## src/rtl/core/wbps_pkg.sv

```systemverilog
// ----------------------------------------------------------------------------
// Wildcard byte pattern search package
// Shared widths, types, register codes and a helper function.
// ----------------------------------------------------------------------------
package wbps_pkg;

  // Deepest pattern the window can hold.
  localparam int MAX_PATTERN = 16;
  // Pattern bytes carried by the two pattern registers.
  localparam int PAT_BYTES   = 16;
  localparam int IDX_W       = $clog2(MAX_PATTERN);
  localparam int LEN_W       = 5;
  localparam int FILL_W      = $clog2(MAX_PATTERN + 1);
  localparam int ADDR_W      = 63;
  localparam int OCC_W       = 16;
  localparam int APB_DATA_W  = 64;
  localparam int APB_ADDR_W  = 6;

  typedef logic [MAX_PATTERN-1:0][7:0] win_t;
  typedef logic [PAT_BYTES-1:0][7:0]   pat_t;

  // Register index, taken from paddr[5:3].
  typedef enum logic [2:0] {
    REG_PATTERN_LOW   = 3'd0,
    REG_PATTERN_HIGH  = 3'd1,
    REG_WILDCARD_MASK = 3'd2,
    REG_PATTERN_LEN   = 3'd3,
    REG_OCCURRENCE    = 3'd4,
    REG_START_ADDR    = 3'd5
  } reg_idx_t;

  // Length register value mapped onto the usable range.
  function automatic logic [LEN_W-1:0] eff_len(input logic [LEN_W-1:0] raw);
    logic [LEN_W-1:0] len;
    len = raw;
    if (len == '0) len = LEN_W'(1);
    if (len > LEN_W'(PAT_BYTES)) len = LEN_W'(PAT_BYTES);
    if (len > LEN_W'(MAX_PATTERN)) len = LEN_W'(MAX_PATTERN);
    return len;
  endfunction

endpackage

```

## src/rtl/core/wbps_if.sv

```systemverilog
// ----------------------------------------------------------------------------
// Wildcard byte pattern search channels
// Valid/ready channels for incoming bytes and outgoing search results.
// ----------------------------------------------------------------------------
interface wbps_in_if import wbps_pkg::*; ();
  logic valid;
  logic ready;
  logic [7:0] data_byte;
  logic last_byte;

  modport source (output valid, output data_byte, output last_byte, input ready);
  modport sink (input valid, input data_byte, input last_byte, output ready);
endinterface

interface wbps_out_if import wbps_pkg::*; ();
  logic valid;
  logic ready;
  logic found;
  logic [ADDR_W-1:0] match_address;

  modport source (output valid, output found, output match_address, input ready);
  modport sink (input valid, input found, input match_address, output ready);
endinterface

```

## src/rtl/core/wildcard_byte_pattern_search_unit.sv

```systemverilog
// ----------------------------------------------------------------------------
// Wildcard byte pattern search unit
// Finds the Nth, possibly overlapping, match of a wildcard byte pattern in
// a stream of bytes and reports its start address, or not found at range end.
// ----------------------------------------------------------------------------
// A result is registered and is on the output in the cycle after its byte is taken.
// Throughput: one byte per cycle; the window compare and the address add sit
//   between the window register and the result register.
// A byte is taken whenever the result register is empty or being drained.
// Reset (rst, synchronous) loads register defaults and starts a fresh range.
// ----------------------------------------------------------------------------
module wildcard_byte_pattern_search_unit import wbps_pkg::*; (
  input  logic                  clk,
  input  logic                  rst,
  wbps_in_if.sink               byte_ch,
  wbps_out_if.source            result_ch,
  input  logic                  psel,
  input  logic                  penable,
  input  logic                  pwrite,
  input  logic [APB_ADDR_W-1:0] paddr,
  input  logic [APB_DATA_W-1:0] pwdata,
  output logic [APB_DATA_W-1:0] prdata,
  output logic                  pready
);

  // Configuration registers.
  logic [63:0]       pattern_low;
  logic [63:0]       pattern_high;
  logic [15:0]       wildcard_mask;
  logic [LEN_W-1:0]  pattern_length;
  logic [OCC_W-1:0]  occurrence_number;
  logic [ADDR_W-1:0] start_address;

  // Search state.
  win_t              byte_window;
  logic [FILL_W-1:0] window_fill;
  logic [ADDR_W-1:0] byte_position;
  logic [OCC_W-1:0]  matches_left;
  logic              search_done;

  // Result register.
  logic              out_valid;
  logic              out_found;
  logic [ADDR_W-1:0] out_address;

  logic              cfg_wr;
  reg_idx_t          cfg_idx;
  logic              in_acc;
  logic [LEN_W-1:0]  len;
  win_t              byte_window_next;
  logic [FILL_W-1:0] window_fill_next;
  logic [OCC_W-1:0]  matches_cur;
  logic              hit;
  logic              report;
  logic              give_result;

  // APB register port; writes complete in the access phase.
  assign pready  = 1'b1;
  assign cfg_wr  = psel && penable && pwrite && pready;
  assign cfg_idx = reg_idx_t'(paddr[5:3]);

  always_ff @(posedge clk) begin
    if (rst) begin
      pattern_low       <= '0;
      pattern_high      <= '0;
      wildcard_mask     <= '0;
      pattern_length    <= LEN_W'(1);
      occurrence_number <= OCC_W'(1);
      start_address     <= '0;
    end else if (cfg_wr) begin
      unique case (cfg_idx)
        REG_PATTERN_LOW:   pattern_low       <= pwdata;
        REG_PATTERN_HIGH:  pattern_high      <= pwdata;
        REG_WILDCARD_MASK: wildcard_mask     <= pwdata[15:0];
        REG_PATTERN_LEN:   pattern_length    <= pwdata[LEN_W-1:0];
        REG_OCCURRENCE:    occurrence_number <= pwdata[OCC_W-1:0];
        REG_START_ADDR:    start_address     <= pwdata[ADDR_W-1:0];
        default: ;
      endcase
    end
  end

  // Register readback.
  always_comb begin
    unique case (cfg_idx)
      REG_PATTERN_LOW:   prdata = pattern_low;
      REG_PATTERN_HIGH:  prdata = pattern_high;
      REG_WILDCARD_MASK: prdata = APB_DATA_W'(wildcard_mask);
      REG_PATTERN_LEN:   prdata = APB_DATA_W'(pattern_length);
      REG_OCCURRENCE:    prdata = APB_DATA_W'(occurrence_number);
      REG_START_ADDR:    prdata = APB_DATA_W'(start_address);
      default:           prdata = '0;
    endcase
  end

  // A byte is taken while the result register is free or being emptied.
  assign byte_ch.ready = !out_valid || result_ch.ready;
  assign in_acc        = byte_ch.valid && byte_ch.ready;

  // Window after the incoming byte is shifted in, and the fill that goes with it.
  always_comb begin
    byte_window_next[0] = byte_ch.data_byte;
    for (int k = 1; k < MAX_PATTERN; k++) begin
      byte_window_next[k] = byte_window[k-1];
    end
    if (window_fill < FILL_W'(MAX_PATTERN)) begin
      window_fill_next = window_fill + FILL_W'(1);
    end else begin
      window_fill_next = window_fill;
    end
  end

  assign len = eff_len(pattern_length);

  wbps_match u_match (
    .window        (byte_window_next),
    .pattern       ({pattern_high, pattern_low}),
    .wildcard_mask (wildcard_mask),
    .len           (len),
    .hit           (hit)
  );

  // The match count reloads on the first byte of every range.
  always_comb begin
    if (byte_position == '0) begin
      matches_cur = (occurrence_number == '0) ? OCC_W'(1) : occurrence_number;
    end else begin
      matches_cur = matches_left;
    end
  end

  assign report = !search_done && hit && (FILL_W'(len) <= window_fill_next) &&
                  (matches_cur <= OCC_W'(1));
  assign give_result = !search_done && (report || byte_ch.last_byte);

  // Search state update per accepted byte.
  always_ff @(posedge clk) begin
    if (rst) begin
      window_fill   <= '0;
      byte_position <= '0;
      matches_left  <= '0;
      search_done   <= 1'b0;
    end else if (in_acc) begin
      matches_left <= matches_cur;
      if (!search_done) begin
        window_fill <= window_fill_next;
        if (report) begin
          search_done <= 1'b1;
        end else if (hit && (FILL_W'(len) <= window_fill_next)) begin
          matches_left <= matches_cur - OCC_W'(1);
        end
      end
      if (byte_ch.last_byte) begin
        window_fill   <= '0;
        byte_position <= '0;
        search_done   <= 1'b0;
      end else begin
        byte_position <= byte_position + ADDR_W'(1);
      end
    end
  end

  // Window bytes are only read once filled, so they need no clearing.
  always_ff @(posedge clk) begin
    if (in_acc && !search_done) begin
      byte_window <= byte_window_next;
    end
  end

  // Result register.
  always_ff @(posedge clk) begin
    if (rst) begin
      out_valid <= 1'b0;
    end else if (in_acc && give_result) begin
      out_valid <= 1'b1;
    end else if (result_ch.ready) begin
      out_valid <= 1'b0;
    end
  end

  always_ff @(posedge clk) begin
    if (in_acc && give_result) begin
      out_found <= report;
      if (report) begin
        out_address <= start_address + byte_position - ADDR_W'(len - LEN_W'(1));
      end else begin
        out_address <= '0;
      end
    end
  end

  assign result_ch.valid         = out_valid;
  assign result_ch.found         = out_found;
  assign result_ch.match_address = out_address;

  // A not-found beat always carries a zero address.
  a_notfound_zero: assert property (@(posedge clk) disable iff (rst)
    out_valid && !out_found |-> out_address == '0)
    else $error("not-found result with nonzero address");

  // Bytes after a report produce no further results.
  a_quiet_after_report: assert property (@(posedge clk) disable iff (rst)
    in_acc && search_done |=> !out_valid)
    else $error("result produced after the match was reported");

  // The final byte of a range restarts the search.
  a_range_restart: assert property (@(posedge clk) disable iff (rst)
    in_acc && byte_ch.last_byte |=> byte_position == '0 && !search_done &&
      window_fill == '0)
    else $error("range end did not restart the search");

  // The window fill saturates at the window depth.
  a_fill_bound: assert property (@(posedge clk) disable iff (rst)
    window_fill <= FILL_W'(MAX_PATTERN))
    else $error("window fill beyond window depth");

  // A report leaves the search marked done unless the range ended.
  a_done_after_found: assert property (@(posedge clk) disable iff (rst)
    in_acc && report && !byte_ch.last_byte |=> search_done)
    else $error("search not marked done after a report");

endmodule

```

## src/rtl/core/wbps_match.sv

```systemverilog
// ----------------------------------------------------------------------------
// Wildcard byte pattern search window compare
// Compares the newest bytes of the window with the pattern, skipping
// wildcard positions, in one level of parallel byte compares.
// ----------------------------------------------------------------------------
module wbps_match import wbps_pkg::*; (
  input  win_t             window,
  input  pat_t             pattern,
  input  logic [15:0]      wildcard_mask,
  input  logic [LEN_W-1:0] len,
  output logic             hit
);

  logic [MAX_PATTERN-1:0] byte_ok;

  // Pattern byte k lines up with window entry len-1-k (entry 0 is newest).
  always_comb begin
    for (int k = 0; k < MAX_PATTERN; k++) begin
      logic [LEN_W-1:0] pos;
      pos = len - LEN_W'(1) - LEN_W'(k);
      if (LEN_W'(k) >= len) begin
        byte_ok[k] = 1'b1;
      end else if (k < PAT_BYTES && wildcard_mask[k]) begin
        byte_ok[k] = 1'b1;
      end else if (k < PAT_BYTES) begin
        byte_ok[k] = (window[pos[IDX_W-1:0]] == pattern[k]);
      end else begin
        byte_ok[k] = 1'b0;
      end
    end
  end

  assign hit = &byte_ok;

endmodule
```

## src/flat_wrapper.sv

```systemverilog
// flat-port wrapper written by rule: the top's interface ports become plain ports
module wildcard_byte_pattern_search_unit_flat import wbps_pkg::*;
  (clk, rst, psel, penable, pwrite, paddr, pwdata, prdata, pready, byte_ch_valid, byte_ch_data_byte, byte_ch_last_byte, byte_ch_ready, result_ch_valid, result_ch_found, result_ch_match_address, result_ch_ready);
  wbps_in_if byte_ch_i ();
  wbps_out_if result_ch_i ();
  input  logic clk;
  input  logic rst;
  input  logic psel;
  input  logic penable;
  input  logic pwrite;
  input  logic [APB_ADDR_W-1:0] paddr;
  input  logic [APB_DATA_W-1:0] pwdata;
  output logic [APB_DATA_W-1:0] prdata;
  output logic pready;
  input wire logic [$bits(byte_ch_i.valid)-1:0] byte_ch_valid;
  input wire logic [$bits(byte_ch_i.data_byte)-1:0] byte_ch_data_byte;
  input wire logic [$bits(byte_ch_i.last_byte)-1:0] byte_ch_last_byte;
  output wire logic [$bits(byte_ch_i.ready)-1:0] byte_ch_ready;
  output wire logic [$bits(result_ch_i.valid)-1:0] result_ch_valid;
  output wire logic [$bits(result_ch_i.found)-1:0] result_ch_found;
  output wire logic [$bits(result_ch_i.match_address)-1:0] result_ch_match_address;
  input wire logic [$bits(result_ch_i.ready)-1:0] result_ch_ready;
  assign byte_ch_i.valid = byte_ch_valid;
  assign byte_ch_i.data_byte = byte_ch_data_byte;
  assign byte_ch_i.last_byte = byte_ch_last_byte;
  assign byte_ch_ready = byte_ch_i.ready;
  assign result_ch_valid = result_ch_i.valid;
  assign result_ch_found = result_ch_i.found;
  assign result_ch_match_address = result_ch_i.match_address;
  assign result_ch_i.ready = result_ch_ready;
  wildcard_byte_pattern_search_unit u_core (.clk(clk), .rst(rst), .byte_ch(byte_ch_i), .result_ch(result_ch_i), .psel(psel), .penable(penable), .pwrite(pwrite), .paddr(paddr), .pwdata(pwdata), .prdata(prdata), .pready(pready));
endmodule
```

## config.mk

```make
export PLATFORM = sky130hd
export DESIGN_NAME = wildcard_byte_pattern_search_unit_flat
export DESIGN_NICKNAME = d
export VERILOG_FILES = /design/src/rtl/core/wbps_pkg.sv /design/src/rtl/core/wbps_if.sv /design/src/rtl/core/wildcard_byte_pattern_search_unit.sv /design/src/rtl/core/wbps_match.sv /design/src/flat_wrapper.sv
export SDC_FILE = /design/constraint.sdc
export NUM_CORES = 2
export LEC_CHECK = 0
export BUFFER_PORTS_ARGS = -buffer_cell sky130_fd_sc_hd__buf_2
export CAP_MARGIN = 20
export CORE_MARGIN = 3
export CORE_UTILIZATION = 45
export CTS_BUF_LIST = sky130_fd_sc_hd__clkbuf_16
export DETAILED_ROUTE_END_ITERATION = 8
export HOLD_SLACK_MARGIN = 0.02
export SETUP_SLACK_MARGIN = 0.5
export SLEW_MARGIN = 20
export SYNTH_ARGS = -nofsm -noshare
export SYNTH_HDL_FRONTEND = slang
export SYNTH_HIERARCHICAL = 1
export SYNTH_SLANG_ARGS = --single-unit
```

## constraint.sdc

```tcl
create_clock -name clk -period 10.55 [get_ports clk]
set_clock_uncertainty 0.2 [all_clocks]
set_input_delay 2.11 -clock clk [delete_from_list [all_inputs] [get_ports clk]]
set_output_delay 2.11 -clock clk [all_outputs]
set_load 0.02 [all_outputs]
```

## Word level (Yosys, flattened, before mapping)

Index checks and enable logic that the tools add are counted.

| cells by class | value |
|---|---|
| $add $sub $neg | 22 |
| multipliers | 0 |
| div/mod/pow operators | 0 |
| magnitude comparators | 37 |
| equal/unequal tests | 22 |
| shifts and indexed selects | 0 |
| mux-type cells | 82 |
| bitwise gates (word level) | 0 |
| reduce and logical (&&, ||, !) cells | 27 |

Operator list:

| kind | count |
|---|---|
| binary-select mux 8 bit (select 4 bit) | 16 |
| one-hot mux 64 bit (6 select lines) | 1 |
| == test 8 bit | 16 |
| 2-to-1 mux 8 bit | 16 |
| < comparator 4 x 5 -> 1 bit, second input constant | 16 |
| 2-to-1 mux 16 bit | 5 |
| adder 63 x 1 -> 63 bit, second input constant | 1 |
| adder 63 bit | 1 |
| logical NOT 63 bit | 1 |
| 2-to-1 mux 63 bit | 1 |
| subtractor 63 bit | 1 |
| >= comparator 4 x 5 -> 1 bit, first input constant | 8 |
| 2-to-1 mux 1 bit | 37 |
| subtractor 4 bit, second input constant | 8 |
| 2-to-1 mux 5 bit | 6 |
| >= comparator 3 x 5 -> 1 bit, first input constant | 4 |
| less-or-equal comparator 16 x 1 -> 1 bit, second input constant | 1 |
| logical NOT 16 bit | 1 |
| AND reduction 16 bit | 1 |
| subtractor 16 x 1 -> 16 bit, second input constant | 1 |
| subtractor 4 x 3 -> 4 bit, second input constant | 4 |
| AND reduction 2 bit | 7 |
| >= comparator 1 x 5 -> 1 bit, first input constant | 2 |
| >= comparator 2 x 5 -> 1 bit, first input constant | 2 |
| other kinds (17) | 33 |

| storage, ports and cells | value |
|---|---|
| bits in registers | 498 |
| latch bits | 0 |
| memory bits (writable) | 0 |
| ROM bits | 0 |
| input bits | 86 |
| word-level logic and storage cells | 218 |
| memories kept | 0 |

## Longest topological paths before layout

| depth | value |
|---|---|
| word-level depth | 21 |
| gate-level depth with buffers | 32 |

## Hierarchy

Netlist, hierarchy kept.

By module, submodules not included:

| module | times used | cells an instance | area an instance (sq um) |
|---|---|---|---|
| wildcard_byte_pattern_search_unit | 1 | 2978 | 25796.0 |
| wbps_match | 1 | 837 | 8086.5 |

## Worst setup path before layout

No wires, ideal clock.

| timing | value |
|---|---|
| kind | input -> register |
| start | input result_ch_ready |
| end | register u_core.out_found (netlist: u_core/result_ch.found), enable pin |
| library setup time | 0.418 ns |
| arrival time | 10.114 ns |
| required time | 9.932 ns |
| slack | -0.182 ns |
| cell stages on the path | 6 |
| path buffers | 1 |
| cell sequence | nand2b_1 -> nand2_1 -> clkbuf_1 -> nor2_1 -> o21ai_0 -> inv_1 |

| on the way | value |
|---|---|
| word-level cells in the longest chain between the ends | 3 |

RTL lines:

| what | line | RTL |
|---|---|---|
| from (decl) | flat_wrapper.sv:22 | `input wire logic [$bits(result_ch_i.ready)-1:0] result_ch_ready;` |
| logical OR 1 bit | wildcard_byte_pattern_search_unit.sv:97 | `assign byte_ch.ready = !out_valid \|\| result_ch.ready;` |
| logical AND 1 bit | wildcard_byte_pattern_search_unit.sv:98 | `assign in_acc = byte_ch.valid && byte_ch.ready;` |
| logical AND 1 bit | wildcard_byte_pattern_search_unit.sv:182 | `if (in_acc && give_result) begin` |
| to (signal assigned) | wildcard_byte_pattern_search_unit.sv:183 | `out_found <= report;` |
| to (decl) | wildcard_byte_pattern_search_unit.sv:43 | `logic out_found;` |

Every way passes these cells.
A chain may end at the register's enable or synchronous reset.

## Final worst setup path

| timing | value |
|---|---|
| start | register u_core.pattern_length[4] |
| end | register u_core.out_address[57] (netlist: u_core/result_ch.match_address[57]), enable pin |

| on the way | value |
|---|---|
| word-level cells in the longest chain between the ends | 20 |

RTL lines:

| what | line | RTL |
|---|---|---|
| from (decl) | wildcard_byte_pattern_search_unit.sv:30 | `logic [LEN_W-1:0] pattern_length;` |
| from (signal assigned) | wildcard_byte_pattern_search_unit.sv:75 | `REG_PATTERN_LEN: pattern_length <= pwdata[LEN_W-1:0];` |
| logical NOT 5 bit | wbps_pkg.sv:36 | `if (len == '0) len = LEN_W'(1);` |
| 2-to-1 mux 5 bit (*) | wbps_pkg.sv:36 |  |
| greater-than comparator 5 bit | wbps_pkg.sv:37 | `if (len > LEN_W'(PAT_BYTES)) len = LEN_W'(PAT_BYTES);` |
| 2-to-1 mux 5 bit (*) | wbps_pkg.sv:37 |  |
| greater-than comparator 5 bit | wbps_pkg.sv:38 | `if (len > LEN_W'(MAX_PATTERN)) len = LEN_W'(MAX_PATTERN);` |
| 2-to-1 mux 5 bit (*) | wbps_pkg.sv:38 |  |
| net u_core.len[0] | wildcard_byte_pattern_search_unit.sv:49 | `logic [LEN_W-1:0] len;` |
| subtractor 4 x 1 -> 4 bit | wbps_match.sv:20 | `pos = len - LEN_W'(1) - LEN_W'(k);` |
| [5 not listed] | - |  |
| 2-to-1 mux 1 bit | wbps_match.sv:21 | `if (LEN_W'(k) >= len) begin` |
| AND reduction 16 bit (*) | wbps_match.sv:33 | `assign hit = &byte_ok;` |
| net u_core.hit | wildcard_byte_pattern_search_unit.sv:53 | `logic hit;` |
| logical AND 1 bit (*) (3 in series) | wildcard_byte_pattern_search_unit.sv:132 | `assign report = !search_done && hit && (FILL_W'(len) <= window_fill_next) &&` |
| net u_core.report | wildcard_byte_pattern_search_unit.sv:54 | `logic report;` |
| logical OR 1 bit (*) | wildcard_byte_pattern_search_unit.sv:134 | `assign give_result = !search_done && (report \|\| byte_ch.last_byte);` |
| logical AND 1 bit (*) | wildcard_byte_pattern_search_unit.sv:134 |  |
| logical AND 1 bit (*) | wildcard_byte_pattern_search_unit.sv:182 |  |
| to (signal assigned) | wildcard_byte_pattern_search_unit.sv:185 | `out_address <= start_address + byte_position - ADDR_W'(len - LEN_W'(1));` |
| to (decl) | wildcard_byte_pattern_search_unit.sv:44 | `logic [ADDR_W-1:0] out_address;` |

The timed path passes the listed nets; every way through them passes the cells marked *. The select of a mux whose other input is x is not followed.

==> metrics.txt <==
final worst path period need 9290 ps; core area 73800 um^2; final worst setup slack 1260 ps; Comb pwr share 13.1%; CTS H-Tree Depth 2; Nets 4185; clock transition at the registers of the reported paths 60 ps; setup_tns 0 ps; status finished clean; synth top area cells dfxtp_1 19%, edfxtp_1 16%, mux2i_1 9.4%; Hold Path Class flip-flop to flip-flop; gr ovfl total 0; crit end category flip-flop; Crit path required time 10650 ps; detailed placer's ending HPWL 83100 um; Routability Congestion 0.973; clk_lat worst skew 630 ps; synthesized area 33900 um^2; Sink Count 498; IO Pins 217; layout cells sized above 1 14.0%; synth warn 6; clk buf depth 3; Die H 280 um; Area Overhead vs Synth 10.9%; Synth Flop Type dfxtp_1; number of antenna violations at the first check in global routing 3; initial drt markers 2563; Yosys top cell by area dfxtp_1; die area 78600 um^2; Yosys top cell area share 18.6%; sw power 1.29 mW; first-pass GRT wire length 163000 um; Slew Limit Fails 0; largest net degree at the start of global routing 192; CTS tree built; CTS Buf Count 59; Routed WL per cell 21.9 um; CTS Root Cell clkbuf_16; #FFs+latches synth 498; max_slew headroom 23.4%; Routed WL 109000 um; count leader, synth nand2_1; Yosys cell types 90; cell count after synthesis 3815; Seq pwr share 44.6%; TritonRoute pass-1 iters 6; die width 280 um; cts hold-fix bufs 0; Fillers 7083; CP Launch Type flip-flop; fin crit share 88.1%; final setup vio count 0; Power Density 124 nW/um^2; input/output buffers 212; Final ANT Viol Nets 0; Post-synth top cells 616 x nand2_1, 398 x a21oi_1, 330 x nor2_1; via/cell ratio 5.72; CTS resizes 0; crit path kind flip-flop to flip-flop; DRC 0; Worst Tran Pin Value 1140 ps; pre-CTS setup slack 1390 ps; R2R setup slack 1260 ps; Vias 28400; Highest Clock Rate 108 MHz; Initial Util 45.9%; Placed Cells 4857; Async SR Flop Fraction 0%; Leak 15.2 nW; Power Internal 3.39 mW; final hold viol count 0; Post-Syn Area per Cell 8.88 um^2; unrepaired setup endpoints after global routing no; sequential share of the synthesized area 34.9%; VDD IR max 0.132 mV; switching share of power 27.6%; Worst Path Arrival 9400 ps; Max-Cap Viols 0; number of flops mapped to enable cells by yosys 184; clock share of power 42.3%; Cell Rows 99; Post-CTS Setup Bufs 0; Worst Path Max Fanout 65; number of global-route vias before repair 26200; Layout Cells excl Fill 4971; GRT Util Overall 27.0%
## layout by cell type, fill, tap and decap left out, drive strengths merged, types with 128 or more instances in the layout
cell    count
nand2     616
edfxtp    184
buf       242
o21ai     128
xnor2     138
mux2i     318
inv       275
nor2      331
a21oi     399
dfxtp     314
## cell type report
class | instances | area, um^2 | area share, %
antenna | 4 | 10.0 | 0.0266
clock inverter | 48 | 302 | 0.802
clock buffer | 62 | 1550 | 4.13
sequential | 498 | 11800 | 31.4
inverter | 253 | 951 | 2.53
tap | 959 | 1200 | 3.19
timing repair buffer | 242 | 1340 | 3.56
multi-input combinational | 2905 | 20400 | 54.3
## through the flow
step                power, mW  utilization, %  area (um^2)  hold WS [ps]
floorplan                2.53               -        34100           240
global placement         2.72            48.4        35700           250
detailed placement       2.73            48.4        35700           255
CTS                      4.72            50.9        37600           269
global route             4.85            50.9        37600           279
finish                   4.68            50.9        37600           267
## sequential cells by signal (all words and copies together) (netlist names)
register,count
u_core/byte_position,63
u_core/byte_window,120
u_core/matches_left,16
u_core/occurrence_number,16
u_core/pattern_high,64
u_core/pattern_length,5
u_core/pattern_low,64
u_core/result_ch.found,1
u_core/result_ch.match_address,63
u_core/result_ch.valid,1
u_core/search_done,1
u_core/start_address,63
u_core/wildcard_mask,16
u_core/window_fill,5
## metal layers
metal / GRT usage, % / share of wire (%)
met5: 0 / 0
met4: 11.7 / 4.6
met3: 2.94 / 6.2
met2: 41.6 / 45
met1: 38.4 / 45
## cell families after synthesis
logic type      Yosys count  synth area share (%)
compound gates          706                  12.0
xor+xnor                250                  6.81
fa+ha+maj               140                  6.54
buf+inv                 468                  5.72
flops                   498                  34.9
mux                     487                  17.7
other cells               2                0.0222
simple gates           1264                  16.4
## power groups by stage
stage                     clock network [mW]  logic (mW)  registers [mW]
after floorplan                            0       0.402            2.13
after global placement                     0       0.598            2.13
after detailed placement                   0       0.602            2.13
after CTS                               2.02       0.605            2.09
after global routing                    2.10       0.659            2.09
final                                   1.98       0.614            2.09
## critical path, cell delays in order, from the launching register on
cell	delay [ps]
dfxtp_1	750
or2_2	350
clkinv_2	390
inv_2	680
ha_4	830
buf_12	450
mux2_2	400
o21a_1	260
mux4_2	550
xor2_1	160
nor4_1	590
a221oi_1	230
nor4_2	360
o311ai_1	180
nor4_2	460
nor2b_1	240
o21a_1	230
nand3_2	80
buf_4	300
inv_2	310
o21ai_0	230
inv_2	220
buf_12	280
## path summary, 6_finish.rpt
path / start / end / cells after the start
setup / recovery: u_core/pattern_length[4]$_SDFFE_PP0P_ / u_core/result_ch.match_address[57]$_SDFFCE_PN0P_ / 22
hold / removal: u_core/start_address[11]$_SDFFE_PP0P_ / u_core/start_address[11]$_SDFFE_PP0P_ / 2
setup reg to reg: u_core/pattern_length[4]$_SDFFE_PP0P_ / u_core/result_ch.match_address[57]$_SDFFCE_PN0P_ / 22
hold reg to reg: u_core/start_address[11]$_SDFFE_PP0P_ / u_core/start_address[11]$_SDFFE_PP0P_ / 2
Power figures use the tool's default switching activity.
